==> src/hdl/sors_pkg.sv <==
// Shared types, codes and constants of the seek-order record scheduler.
package sors_pkg;

  localparam int unsigned DefMaxSlots = 32;
  localparam int unsigned AddrW       = 31;

  // Request codes; code 3 has no meaning and is ignored.
  localparam logic [1:0] REQ_DATA  = 2'd0;
  localparam logic [1:0] REQ_DISK  = 2'd1;
  localparam logic [1:0] REQ_FLUSH = 2'd2;

  // Result kinds.
  localparam logic KIND_READ = 1'b0;
  localparam logic KIND_DONE = 1'b1;

  // Configuration register indexes.
  localparam logic [1:0] REG_RECORDS_PER_BLOCK = 2'd0;
  localparam logic [1:0] REG_BLOCK_LENGTH      = 2'd1;
  localparam logic [1:0] REG_GAP_LENGTH        = 2'd2;
  localparam logic [1:0] REG_TAPE_LIMIT        = 2'd3;

  localparam logic [5:0]  RST_RECORDS_PER_BLOCK = 6'd10;
  localparam logic [15:0] RST_BLOCK_LENGTH      = 16'd100;
  localparam logic [7:0]  RST_GAP_LENGTH        = 8'd7;
  localparam logic [31:0] RST_TAPE_LIMIT        = 32'hFFFF_FFFF;

  localparam logic [AddrW-1:0] PAD_ADDR = AddrW'(1);

  typedef struct packed {
    logic [1:0]       req_type;
    logic [AddrW-1:0] disk_addr;
  } in_item_t;

  typedef struct packed {
    logic             kind;
    logic [4:0]       slot;
    logic [AddrW-1:0] read_addr;
    logic             tape_full;
    logic             last;
  } out_item_t;

  typedef struct packed {
    logic [1:0]  index;
    logic [31:0] value;
  } cfg_item_t;

  // Command to the cell row.
  typedef struct packed {
    logic ins;  // insert the broadcast entry in address order
    logic pop;  // shift every entry one cell towards the head
  } chain_ctl_t;

endpackage

==> src/hdl/sors_chan_if.sv <==
// Valid/ready channel interface carrying one payload item per transaction.
interface sors_chan_if #(
  parameter type payload_t = logic
) ();
  logic     valid;
  logic     ready;
  payload_t data;

  modport source (output valid, output data, input ready);
  modport sink   (input valid, input data, output ready);
endinterface

==> src/hdl/sors_cell.sv <==
// One cell of the sorted slot row: holds one addressed slot entry.
module sors_cell #(
  parameter int unsigned IDX_W = 5
) (
  input  logic                      clk,
  input  logic                      rst_n,
  input  sors_pkg::chain_ctl_t      ctl,
  input  logic [sors_pkg::AddrW-1:0] ins_addr,
  input  logic [IDX_W-1:0]          ins_slot,
  input  logic                      prev_lt,
  input  logic [sors_pkg::AddrW-1:0] prev_addr,
  input  logic [IDX_W-1:0]          prev_slot,
  input  logic                      prev_vld,
  input  logic [sors_pkg::AddrW-1:0] next_addr,
  input  logic [IDX_W-1:0]          next_slot,
  input  logic                      next_vld,
  output logic                      lt,
  output logic [sors_pkg::AddrW-1:0] addr_r,
  output logic [IDX_W-1:0]          slot_r,
  output logic                      vld_r
);
  import sors_pkg::*;

  // An empty cell counts as holding an infinite key. Equal keys stay in
  // front of the new entry, so ties keep arrival order.
  assign lt = !vld_r || (ins_addr < addr_r);

  always_ff @(posedge clk) begin
    if (!rst_n) begin
      vld_r <= 1'b0;
    end else if (ctl.pop) begin
      vld_r <= next_vld;
    end else if (ctl.ins && lt) begin
      vld_r <= prev_lt ? prev_vld : 1'b1;
    end
  end

  always_ff @(posedge clk) begin
    if (ctl.pop) begin
      addr_r <= next_addr;
      slot_r <= next_slot;
    end else if (ctl.ins && lt) begin
      addr_r <= prev_lt ? prev_addr : ins_addr;
      slot_r <= prev_lt ? prev_slot : ins_slot;
    end
  end

endmodule

==> src/hdl/sors_chain.sv <==
// Row of sorting cells: ordered insertion and head extraction.
module sors_chain #(
  parameter int unsigned MAX_SLOTS = sors_pkg::DefMaxSlots,
  parameter int unsigned IDX_W     = 5
) (
  input  logic                       clk,
  input  logic                       rst_n,
  input  sors_pkg::chain_ctl_t       ctl,
  input  logic [sors_pkg::AddrW-1:0] ins_addr,
  input  logic [IDX_W-1:0]           ins_slot,
  output logic [sors_pkg::AddrW-1:0] head_addr,
  output logic [IDX_W-1:0]           head_slot,
  output logic                       head_vld
);
  import sors_pkg::*;

  logic [AddrW-1:0] addr  [MAX_SLOTS+1];
  logic [IDX_W-1:0] slot  [MAX_SLOTS+1];
  logic             vld   [MAX_SLOTS+1];
  logic             lt    [MAX_SLOTS+1];

  // Position MAX_SLOTS is a permanently empty tail feeding the last cell.
  assign addr[MAX_SLOTS] = '0;
  assign slot[MAX_SLOTS] = '0;
  assign vld[MAX_SLOTS]  = 1'b0;
  assign lt[MAX_SLOTS]   = 1'b1;

  for (genvar i = 0; i < MAX_SLOTS; i++) begin : g_cell
    logic             p_lt;
    logic [AddrW-1:0] p_addr;
    logic [IDX_W-1:0] p_slot;
    logic             p_vld;

    if (i == 0) begin : g_head
      assign p_lt   = 1'b0;
      assign p_addr = '0;
      assign p_slot = '0;
      assign p_vld  = 1'b0;
    end else begin : g_body
      assign p_lt   = lt[i-1];
      assign p_addr = addr[i-1];
      assign p_slot = slot[i-1];
      assign p_vld  = vld[i-1];
    end

    sors_cell #(.IDX_W(IDX_W)) u_cell (
      .clk       (clk),
      .rst_n     (rst_n),
      .ctl       (ctl),
      .ins_addr  (ins_addr),
      .ins_slot  (ins_slot),
      .prev_lt   (p_lt),
      .prev_addr (p_addr),
      .prev_slot (p_slot),
      .prev_vld  (p_vld),
      .next_addr (addr[i+1]),
      .next_slot (slot[i+1]),
      .next_vld  (vld[i+1]),
      .lt        (lt[i]),
      .addr_r    (addr[i]),
      .slot_r    (slot[i]),
      .vld_r     (vld[i])
    );
  end

  assign head_addr = addr[0];
  assign head_slot = slot[0];
  assign head_vld  = vld[0];

endmodule

==> src/hdl/seek_order_record_scheduler.sv <==
// Top level of the seek-order record scheduler for one tape block.
//
// Requests arrive on in_if (req_type, disk_addr); results leave on out_if
// (kind, slot, read_addr, tape_full, last); cfg_if writes the four
// registers and is always ready. A data or disk record gives no result until
// the block is complete. On a flush, or when the last slot is taken, the
// free slots are padded with address 1 at one slot per cycle, then one read
// command leaves per cycle while the receiver is ready, in ascending
// address order (lower slot first on equal addresses), followed by one
// block-done result with last set. When the slot count was lowered under a
// partial block, each entry beyond the new count is dropped from the head
// without a result. The row of sorting cells takes one insertion or one
// extraction a cycle. Input is taken only while no block is being emptied.
// When the receiver stalls, the current result stays on out_if unchanged
// and the row holds still. Synchronous reset empties the row, clears the
// fill count and tape usage and restores the register defaults; no
// clearing pass is needed.
module seek_order_record_scheduler #(
  parameter int unsigned MAX_SLOTS = sors_pkg::DefMaxSlots
) (
  input  logic        clk,
  input  logic        rst_n,
  sors_chan_if.sink   in_if,
  sors_chan_if.source out_if,
  sors_chan_if.sink   cfg_if
);
  import sors_pkg::*;

  localparam int unsigned CNT_W = $clog2(MAX_SLOTS + 1);
  localparam int unsigned IDX_W = (MAX_SLOTS > 1) ? $clog2(MAX_SLOTS) : 1;

  typedef enum logic [1:0] {
    ST_IDLE,
    ST_PAD,
    ST_DRAIN,
    ST_DONE
  } state_t;

  state_t           state_r;
  logic [CNT_W-1:0] fill_count_r;
  logic [31:0]      tape_used_r;
  logic [5:0]       records_per_block_r;
  logic [15:0]      block_length_r;
  logic [7:0]       gap_length_r;
  logic [31:0]      tape_limit_r;

  in_item_t         in_item;
  cfg_item_t        cfg_item;
  logic             in_fire;
  logic             out_fire;
  logic             cfg_fire;
  logic [CNT_W-1:0] slots_n;
  logic             block_full;
  logic             record_ok;
  logic [CNT_W:0]   fill_inc;
  chain_ctl_t       ctl;
  logic [AddrW-1:0] ins_addr;
  logic [AddrW-1:0] head_addr;
  logic [IDX_W-1:0] head_slot;
  logic             head_vld;
  logic             head_live;
  logic [32:0]      usage_sum;
  logic             tape_full;
  out_item_t        out_item;

  assign in_item  = in_if.data;
  assign cfg_item = cfg_if.data;

  assign in_if.ready  = (state_r == ST_IDLE);
  assign cfg_if.ready = 1'b1;
  assign in_fire  = in_if.valid && in_if.ready;
  assign out_fire = out_if.valid && out_if.ready;
  assign cfg_fire = cfg_if.valid && cfg_if.ready;

  // Slot count in force: zero acts as one, anything beyond the row as the row.
  always_comb begin
    if (records_per_block_r == 6'd0) begin
      slots_n = CNT_W'(1);
    end else if (records_per_block_r > 6'(MAX_SLOTS)) begin
      slots_n = CNT_W'(MAX_SLOTS);
    end else begin
      slots_n = CNT_W'(records_per_block_r);
    end
  end

  assign block_full = (fill_count_r >= slots_n);
  assign fill_inc   = {1'b0, fill_count_r} + (CNT_W + 1)'(1);

  // A record that takes a slot: data records always, disk records with a
  // non-zero address. Unknown codes and skipped disk records fall out here.
  assign record_ok = (in_item.req_type == REQ_DATA) ||
                     ((in_item.req_type == REQ_DISK) && (in_item.disk_addr != '0));

  // Entries whose slot lies beyond a lowered slot count belong to no block
  // any more; they leave the head of the row without a result.
  assign head_live = head_vld && (CNT_W'(head_slot) < slots_n);

  // Only disk records and padding enter the row; data records need no read.
  always_comb begin
    ctl      = '0;
    ins_addr = in_item.disk_addr;
    if (state_r == ST_IDLE) begin
      ctl.ins = in_fire && (in_item.req_type == REQ_DISK) &&
                (in_item.disk_addr != '0) && !block_full;
    end else if (state_r == ST_PAD) begin
      ctl.ins  = !block_full;
      ins_addr = PAD_ADDR;
    end
    ctl.pop = (state_r == ST_DRAIN) && (out_fire || (head_vld && !head_live));
  end

  sors_chain #(
    .MAX_SLOTS (MAX_SLOTS),
    .IDX_W     (IDX_W)
  ) u_chain (
    .clk       (clk),
    .rst_n     (rst_n),
    .ctl       (ctl),
    .ins_addr  (ins_addr),
    .ins_slot  (fill_count_r[IDX_W-1:0]),
    .head_addr (head_addr),
    .head_slot (head_slot),
    .head_vld  (head_vld)
  );

  // Tape usage is summed without wrapping before the limit compare.
  assign usage_sum = {1'b0, tape_used_r} + 33'(block_length_r) + 33'(gap_length_r);
  assign tape_full = (usage_sum > {1'b0, tape_limit_r});

  always_comb begin
    out_item = '0;
    if (state_r == ST_DONE) begin
      out_item.kind      = KIND_DONE;
      out_item.tape_full = tape_full;
      out_item.last      = 1'b1;
    end else begin
      out_item.kind      = KIND_READ;
      out_item.slot      = 5'(head_slot);
      out_item.read_addr = head_addr;
    end
  end

  assign out_if.valid = ((state_r == ST_DRAIN) && head_live) || (state_r == ST_DONE);
  assign out_if.data  = out_item;

  // Sequencer: collect records, pad, drain the row, report block done.
  always_ff @(posedge clk) begin
    if (!rst_n) begin
      state_r      <= ST_IDLE;
      fill_count_r <= '0;
      tape_used_r  <= '0;
    end else begin
      unique case (state_r)
        ST_IDLE: begin
          if (in_fire) begin
            if (in_item.req_type == REQ_FLUSH) begin
              state_r <= ST_PAD;
            end else if (record_ok) begin
              if (block_full) begin
                // The block shrank under a partial block: drop and flush.
                state_r <= ST_PAD;
              end else begin
                fill_count_r <= fill_inc[CNT_W-1:0];
                if (fill_inc >= {1'b0, slots_n}) begin
                  state_r <= ST_PAD;
                end
              end
            end
          end
        end
        ST_PAD: begin
          if (block_full) begin
            state_r <= ST_DRAIN;
          end else begin
            fill_count_r <= fill_inc[CNT_W-1:0];
          end
        end
        ST_DRAIN: begin
          if (!head_vld) begin
            state_r <= ST_DONE;
          end
        end
        ST_DONE: begin
          if (out_fire) begin
            state_r      <= ST_IDLE;
            fill_count_r <= '0;
            tape_used_r  <= tape_full ? 32'd0 : usage_sum[31:0];
          end
        end
        default: begin
          state_r <= ST_IDLE;
        end
      endcase
    end
  end

  // Config registers; user writes only while the block is idle, not enforced.
  always_ff @(posedge clk) begin
    if (!rst_n) begin
      records_per_block_r <= RST_RECORDS_PER_BLOCK;
      block_length_r      <= RST_BLOCK_LENGTH;
      gap_length_r        <= RST_GAP_LENGTH;
      tape_limit_r        <= RST_TAPE_LIMIT;
    end else if (cfg_fire) begin
      unique case (cfg_item.index)
        REG_RECORDS_PER_BLOCK: records_per_block_r <= cfg_item.value[5:0];
        REG_BLOCK_LENGTH:      block_length_r      <= cfg_item.value[15:0];
        REG_GAP_LENGTH:        gap_length_r        <= cfg_item.value[7:0];
        REG_TAPE_LIMIT:        tape_limit_r        <= cfg_item.value;
        default: begin
        end
      endcase
    end
  end

  // The block never takes input while a result is on offer.
  a_no_overlap: assert property (@(posedge clk) disable iff (!rst_n)
    !(in_if.ready && out_if.valid))
    else $error("input accepted while a result is pending");

  // Completing a block always restarts slot filling from zero.
  a_fill_restart: assert property (@(posedge clk) disable iff (!rst_n)
    (out_fire && out_item.last) |=> (fill_count_r == '0))
    else $error("fill count not cleared after block done");

  // A reported tape change clears the usage counter.
  a_tape_clear: assert property (@(posedge clk) disable iff (!rst_n)
    (out_fire && (out_item.kind == KIND_DONE) && out_item.tape_full)
      |=> (tape_used_r == 32'd0))
    else $error("tape usage not cleared on tape full");

  // The fill count never runs past the row.
  a_fill_bound: assert property (@(posedge clk) disable iff (!rst_n)
    fill_count_r <= CNT_W'(MAX_SLOTS))
    else $error("fill count beyond slot row");

endmodule

==> src/flat_wrapper.sv <==
// flat-port wrapper written by rule: the top's interface ports become plain ports
module seek_order_record_scheduler_flat import sors_pkg::*;
#(
  parameter int unsigned MAX_SLOTS = sors_pkg::DefMaxSlots
)
  (clk, rst_n, in_if_valid, in_if_data, in_if_ready, out_if_valid, out_if_data, out_if_ready, cfg_if_valid, cfg_if_data, cfg_if_ready);
  sors_chan_if #(.payload_t(in_item_t)) in_if_i ();
  sors_chan_if #(.payload_t(out_item_t)) out_if_i ();
  sors_chan_if #(.payload_t(cfg_item_t)) cfg_if_i ();
  input  logic clk;
  input  logic rst_n;
  input wire logic [$bits(in_if_i.valid)-1:0] in_if_valid;
  input wire logic [$bits(in_if_i.data)-1:0] in_if_data;
  output wire logic [$bits(in_if_i.ready)-1:0] in_if_ready;
  output wire logic [$bits(out_if_i.valid)-1:0] out_if_valid;
  output wire logic [$bits(out_if_i.data)-1:0] out_if_data;
  input wire logic [$bits(out_if_i.ready)-1:0] out_if_ready;
  input wire logic [$bits(cfg_if_i.valid)-1:0] cfg_if_valid;
  input wire logic [$bits(cfg_if_i.data)-1:0] cfg_if_data;
  output wire logic [$bits(cfg_if_i.ready)-1:0] cfg_if_ready;
  assign in_if_i.valid = in_if_valid;
  assign in_if_i.data = in_if_data;
  assign in_if_ready = in_if_i.ready;
  assign out_if_valid = out_if_i.valid;
  assign out_if_data = out_if_i.data;
  assign out_if_i.ready = out_if_ready;
  assign cfg_if_i.valid = cfg_if_valid;
  assign cfg_if_i.data = cfg_if_data;
  assign cfg_if_ready = cfg_if_i.ready;
  seek_order_record_scheduler #(.MAX_SLOTS(MAX_SLOTS)) u_core (.clk(clk), .rst_n(rst_n), .in_if(in_if_i), .out_if(out_if_i), .cfg_if(cfg_if_i));
endmodule
==> config.mk <==
export PLATFORM = sky130hd
export DESIGN_NAME = seek_order_record_scheduler_flat
export DESIGN_NICKNAME = d
export VERILOG_FILES = /design/src/hdl/sors_pkg.sv /design/src/hdl/sors_chan_if.sv /design/src/hdl/sors_cell.sv /design/src/hdl/sors_chain.sv /design/src/hdl/seek_order_record_scheduler.sv /design/src/flat_wrapper.sv
export SDC_FILE = /design/constraint.sdc
export NUM_CORES = 2
export LEC_CHECK = 0
export ABC_CLOCK_PERIOD_IN_PS = 11950
export BUFFER_PORTS_ARGS = -buffer_cell sky130_fd_sc_hd__buf_2
export CORE_MARGIN = 2
export CORE_UTILIZATION = 51
export CTS_CLUSTER_SIZE = 14
export DETAILED_ROUTE_END_ITERATION = 7
export PLACE_DENSITY_LB_ADDON = 0.25
export SYNTH_ARGS = -nofsm -noshare
export SYNTH_HDL_FRONTEND = slang
export SYNTH_HIERARCHICAL = 1
export SYNTH_SLANG_ARGS = --single-unit
==> constraint.sdc <==
create_clock -name clk -period 11.95 [get_ports clk]
set_input_delay 1.195 -clock clk [delete_from_list [all_inputs] [get_ports clk]]
set_output_delay 1.195 -clock clk [all_outputs]
set_load 0.005 [all_outputs]
== After elaboration in Yosys (flattened, before gate mapping) ==
Cells that the tools add are included.

* Register bits after elaboration: 1286
* Input bits: 72
* Output and inout bits: 42
* Word-level logic and storage cells: 620

* Add/subtract/negate cells: 3
* $lt $le $gt $ge: 37
* Equality and inequality tests: 16
* Mux-type cells: 304
* Bitwise operators: 1
* Reductions and logical operators: 156

{| class="wikitable"
|+ Operators by type and width
! cell !! number
|-
| $mux 31 || 95
|-
| $lt 31x31->1 || 32
|-
| $mux 5 || 93
|-
| $mux 1 || 96
|-
| $reduce_bool 2->1 || 31
|-
| $logic_and 1x1->1 || 42
|-
| $mux 6 || 7
|-
| $mux 36 || 1
|-
| $logic_or 1x1->1 || 35
|-
| $logic_not 1->1 || 34
|-
| $add 32x16->33 || 1
|-
| $add 33x8->33 || 1
|-
| $gt 33x32->1 || 1
|-
| $mux 32 || 1
|-
| $reduce_bool 31->1 || 1
|-
| $mux 2 || 9
|-
| $pmux 6 s3 || 1
|-
| $eq 2x2->1 const B || 5
|-
| $reduce_and 2->1 || 5
|-
| $ne 2x2->1 const B || 4
|-
| $pmux 2 s4 || 1
|-
| $add 6x1->7 const B || 1
|-
| $ge 7x6->1 || 1
|-
| $eq 2x1->1 const B || 3
|-
| other kinds (13) || 16
|}

== Longest topological paths before layout ==
* Word-level depth: 11
* Gate-level depth with buffers: 22
* Gate-level depth less buffers: 20

== By module ==
The synthesis kept the hierarchy.

{| class="wikitable"
|+ Modules (own cells, without submodules)
! module !! times used !! cells each !! area an instance (um2) !! sequential area each (um2)
|-
| sors_cell || 32 || 277 || 2632.5 || 1101.1
|-
| seek_order_record_scheduler || 1 || 853 || 6960.4 || 2042.0
|-
| sors_chain || 1 || 1 || 3.8 || 0.0
|}

== Worst setup path after synthesis ==
No wires, ideal clock.

* Kind: reg2reg
* Start: register u_core.records_per_block_r[5]
* End: register u_core/u_chain/g_cell[0].u_cell/addr_r[0] (netlist name), enable pin
* Setup time: 0.484 ns
* Data arrival time: 8.589 ns
* Required time: 11.466 ns
* Path slack: 2.877 ns
* Stages on the path, launching flop included: 13
* Path buffers: 2
* Clock period less this slack: 9.073 ns
* Path through: dfxtp_1 inv_1 nand2_1 ha_1 o31a_1 o21ai_0 a21oi_1 nor2_1 o21ai_0 clkbuf_1 clkbuf_1 a21oi_1 o31ai_1

{| class="wikitable"
|+ RTL lines
! element !! line !! source
|-
| start, declared || seek_order_record_scheduler.sv:42 || <nowiki>logic [5:0] records_per_block_r;</nowiki>
|-
| start signal, assigned || seek_order_record_scheduler.sv:206 || <nowiki>REG_RECORDS_PER_BLOCK: records_per_block_r <= cfg_item.value[5:0];</nowiki>
|-
| end signal, assigned || sors_cell.sv:40 || <nowiki>addr_r <= next_addr;</nowiki>
|-
| end signal, assigned || sors_cell.sv:43 || <nowiki>addr_r <= prev_lt ? prev_addr : ins_addr;</nowiki>
|-
| end, declared || sors_cell.sv:18 || <nowiki>output logic [sors_pkg::AddrW-1:0] addr_r,</nowiki>
|}

== Worst setup path after layout ==
* Start: register u_core.tape_used_r[1]
* End: output out_if_data[1]

* Cells in the longest elaborated chain, start to end: 4

{| class="wikitable"
|+ RTL lines
! element !! line !! source
|-
| start, declared || seek_order_record_scheduler.sv:41 || <nowiki>logic [31:0] tape_used_r;</nowiki>
|-
| start signal, assigned || seek_order_record_scheduler.sv:187 || <nowiki>tape_used_r <= tape_full ? 32'd0 : usage_sum[31:0];</nowiki>
|-
| $add 32x16->33 || seek_order_record_scheduler.sv:127 || <nowiki>assign usage_sum = {1'b0, tape_used_r} + 33'(block_length_r) + 33'(gap_length_r);</nowiki>
|-
| $add 33x8->33 || seek_order_record_scheduler.sv:127 ||
|-
| $gt 33x32->1 || seek_order_record_scheduler.sv:128 || <nowiki>assign tape_full = (usage_sum > {1'b0, tape_limit_r});</nowiki>
|-
| $mux 2 || seek_order_record_scheduler.sv:132 || <nowiki>if (state_r == ST_DONE) begin</nowiki>
|-
| end, declared || flat_wrapper.sv:16 || <nowiki>output wire logic [$bits(out_if_i.data)-1:0] out_if_data;</nowiki>
|}

Every way passes these cells.

==> Implementation_results.wiki <==
{| class="wikitable"
! Metric !! Value
|-
| Count of cells resized by post-cts repair || 0
|-
| Switching power share of the total || between 30% and 40%
|-
| Height of the die || 427 µm
|-
| P_leak || about 48 nW
|-
| Setup Fix Bufs, Post-CTS || 0
|-
| Wirelength per Cell || a little over 20 µm
|-
| Critical Setup Path Class || register to primary output
|-
| Cells after Synth || 9717
|-
| Clock latency reported for the late side of the worst-skew pair || around 800 ps
|-
| Largest fanout on the critical path || 14
|-
| Worst hold endpoint || u_core/block_length_r[12]
|-
| Routed via count divided by cell count || slightly below 6
|-
| Pwr per Cell Area || roughly 160 mW/mm²
|-
| Total congestion overflow after global routing || 0
|-
| Met2 wire length || ~120000 µm
|-
| Commonest non-fill, non-tap cells in the layout || sky130_fd_sc_hd__nand2_1 (1631), sky130_fd_sc_hd__o21ai_0 (1334), sky130_fd_sc_hd__mux2i_1 (1159)
|-
| Sum of net half-perimeters after detailed placement || around 180000 µm
|-
| Number of hold buffers added after cts || 0
|-
| Initial antenna violation count || 1
|-
| Start point of the worst min-delay path || u_core/block_length_r[12]
|-
| Maximum frequency from static timing analysis || roughly 140 MHz
|-
| Wire length of the first global-routing pass || slightly below 400000 µm
|-
| Delay of the slowest cell on the worst path || around 550 ps
|-
| Clock tree from TritonCTS || built
|-
| Detail Route Antenna Nets || 0
|-
| Net Sw Power || 5.40 mW
|-
| 1st-pass router iterations || 7
|-
| Root buffer selected by CTS || sky130_fd_sc_hd__clkbuf_16
|-
| R2r setup slk || slightly above 6000 ps
|-
| Sinks on Clock Net || about 1300
|-
| Setup repair after global routing missed its margin || false
|-
| Via count of the first global-routing pass || ~71000
|-
| Depth of the worst hold-timing path || 2
|-
| Max-cap violations || 0
|-
| Worst clock skew || about 35 ps
|-
| Post-DP Area || around 0.095 mm²
|-
| Startpoint of the worst-slack reg-to-reg timing path || u_core/state_r[1]
|-
| Nature of the critical path endpoint || primary output
|-
| Met1 routed wirelength after detailed routing || ~110000 µm
|-
| Total number of vias || 72100
|-
| H-tree levels || 4
|-
| Worst flop-to-flop path endpoint || u_core/u_chain/g_cell[19].u_cell/vld_r
|-
| All-Layer GR Usage || around 27%
|-
| Number of warning messages in the yosys log || 6
|-
| Final Max Tran Viols || 0
|-
| TritonCTS Buffers || between 150 and 200
|-
| Post-route cell area || around 0.1 mm²
|-
| Mean instance size in the synthesized netlist || ~9.4 µm²
|-
| Final routed DRC violation total || 0
|-
| Final critical-path share of the clock period || about three fifths
|-
| Number of fill cells || roughly 16000
|-
| Leading cell type in the layout, fill and taps excluded || sky130_fd_sc_hd__nand2_1
|-
| Int Pwr || roughly 10 mW
|-
| Post-route minimum period || 7030 ps
|-
| Worst hold path class || register to register
|-
| Worst-path cell chain || fa_1, ha_1, inv_1, fa_1, nand2b_1, a21o_1, a211o_1, nand2_2, a221oi_2, buf_4, nand3b_1, xnor2_1, ha_1, a31o_2, a2bb2oi_1, nor3_1, o41a_1, o21ai_1, and2_1, nor2_1, buf_2
|-
| Highest metal used || met5
|-
| Clock Pin Slew Worst Setup and Hold Paths || ~60 ps
|-
| Placer congestion estimate || around 0.92
|-
| # IOs || approximately 110
|-
| Number of core rows || between 150 and 200
|-
| Detailed-routed wire length on met3 || 15600 µm
|-
| Post-Route WL || 254000 µm
|-
| Length in cells of the worst reg-to-reg path || 18
|-
| Startpoint class of the critical path || register
|-
| IR drop worst, VDD || approximately 0.00014 V
|-
| Remaining max-slew budget at the tightest pin || 22.4%
|-
| Area of the mapped netlist || 0.0912 mm²
|-
| Fraction of final layout cells sized beyond drive strength 1 || around 6.3%
|-
| Actual slew at the worst max-slew pin || around 1200 ps
|-
| Initial cell density of the core || between 50% and 60%
|-
| Largest net degree at the start of global routing || about 230
|-
| Cell with the biggest individual delay on the critical path || sky130_fd_sc_hd__and2_1
|-
| Area taken by multi-input logic gates || roughly 0.049 mm²
|-
| Part of the power in combinational logic || between 20% and 30%
|-
| Arrival time worst endpoint || just under 6000 ps
|-
| Final Setup Violations || 0
|-
| Number of buffer cells added on primary ports || between 100 and 150
|-
| Setup TNS || 0 ps
|-
| Drt initial violations || 7360
|-
| Maximum buffer depth of the clock tree || 3
|-
| Hold violation count in the final report || 0
|-
| Clock Power Share || approximately 29%
|-
| CP Data Required Time || 10760 ps
|-
| Result of the run || complete, no violations
|-
| Area growth from synthesis to layout || 9.47%
|-
| Width of the die || approximately 430 µm
|-
| Sequential Power Share || 44.6%
|-
| Core footprint || 0.178 mm²
|-
| Area of all sequential standard cells || 0.0373 mm²
|-
| Layout Nets || 10900
|-
| Die Area || between 0.15 and 0.2 mm²
|}
## flip-flops by register name, summed over array words and instances (netlist names)
signal / count
u_core/tape_used_r: 32
u_core/gap_length_r: 8
u_core/state_r: 2
u_core/block_length_r: 16
u_core/fill_count_r: 6
u_core/tape_limit_r: 32
u_core/u_chain/g_cell.u_cell/slot_r: 160
u_core/u_chain/g_cell.u_cell/addr_r: 992
u_core/u_chain/g_cell.u_cell/vld_r: 32
u_core/records_per_block_r: 6
## power by group through the flow
stage / clock network, mW / registers [mW] / logic (mW)
2_1_floorplan: 0 / 6.73 / 2.83
6_report: 4.54 / 6.99 / 4.13
3_5_place_dp: 0 / 7.06 / 4.07
5_1_grt: 4.78 / 7.08 / 4.67
3_3_place_gp: 0 / 7.04 / 3.81
4_1_cts: 4.62 / 6.97 / 4.09
## routing by layer
layer	vias up	track usage, %
met3	499	3.53
met4	2	10.2
li1	34600	-
met2	2385	43.2
met1	34600	38.0
met5	-	0
## how the worst max path moves through the flow
stage / from / slack, ps / endpoint / cells after the start
CTS: u_core/tape_used_r[1] / 4910 / out_if_data[1] / 21
global route: u_core/tape_used_r[1] / 4590 / out_if_data[1] / 21
floorplan: u_core/records_per_block_r[5] / 2880 / u_core/u_chain/g_cell[0].u_cell/addr_r[0] / 12
detailed placement: u_core/tape_used_r[1] / 5800 / out_if_data[1] / 21
finish: u_core/tape_used_r[1] / 4920 / out_if_data[1] / 21
global placement: u_core/tape_used_r[1] / 5730 / out_if_data[1] / 21
## worst max-delay path, delay by kind of cell, from the launching register on
kind	cells	cell delay (ps)
fa+ha+maj	4	1420
buf+inv	3	460
flops	1	330
compound gates	7	1380
simple gates	6	1260
xor+xnor	1	170
## area by class of cell
cell class,instances,share of cell area [%]
diodes,3,0.00752
clock buffers,210,4.22
clock inverters,63,0.515
inverters,1105,4.15
multi-input cells,6974,49.2
flip-flops and latches,1286,37.3
well taps,2355,2.95
repair buffers,236,1.56
## per-stage QoR
stage	worst slack, ps	hold WS [ps]	cells	utilization (%)	power, mW
after floorplan	2880	440	9791	-	9.55
after global routing	4590	481	12200	56.1	16.5
after global placement	5730	455	12000	53.4	10.8
final	4920	465	12200	56.1	15.7
after detailed placement	5800	455	12000	53.4	11.1
after CTS	4910	462	12200	56.1	15.7
Power figures use the tool's default switching activity.
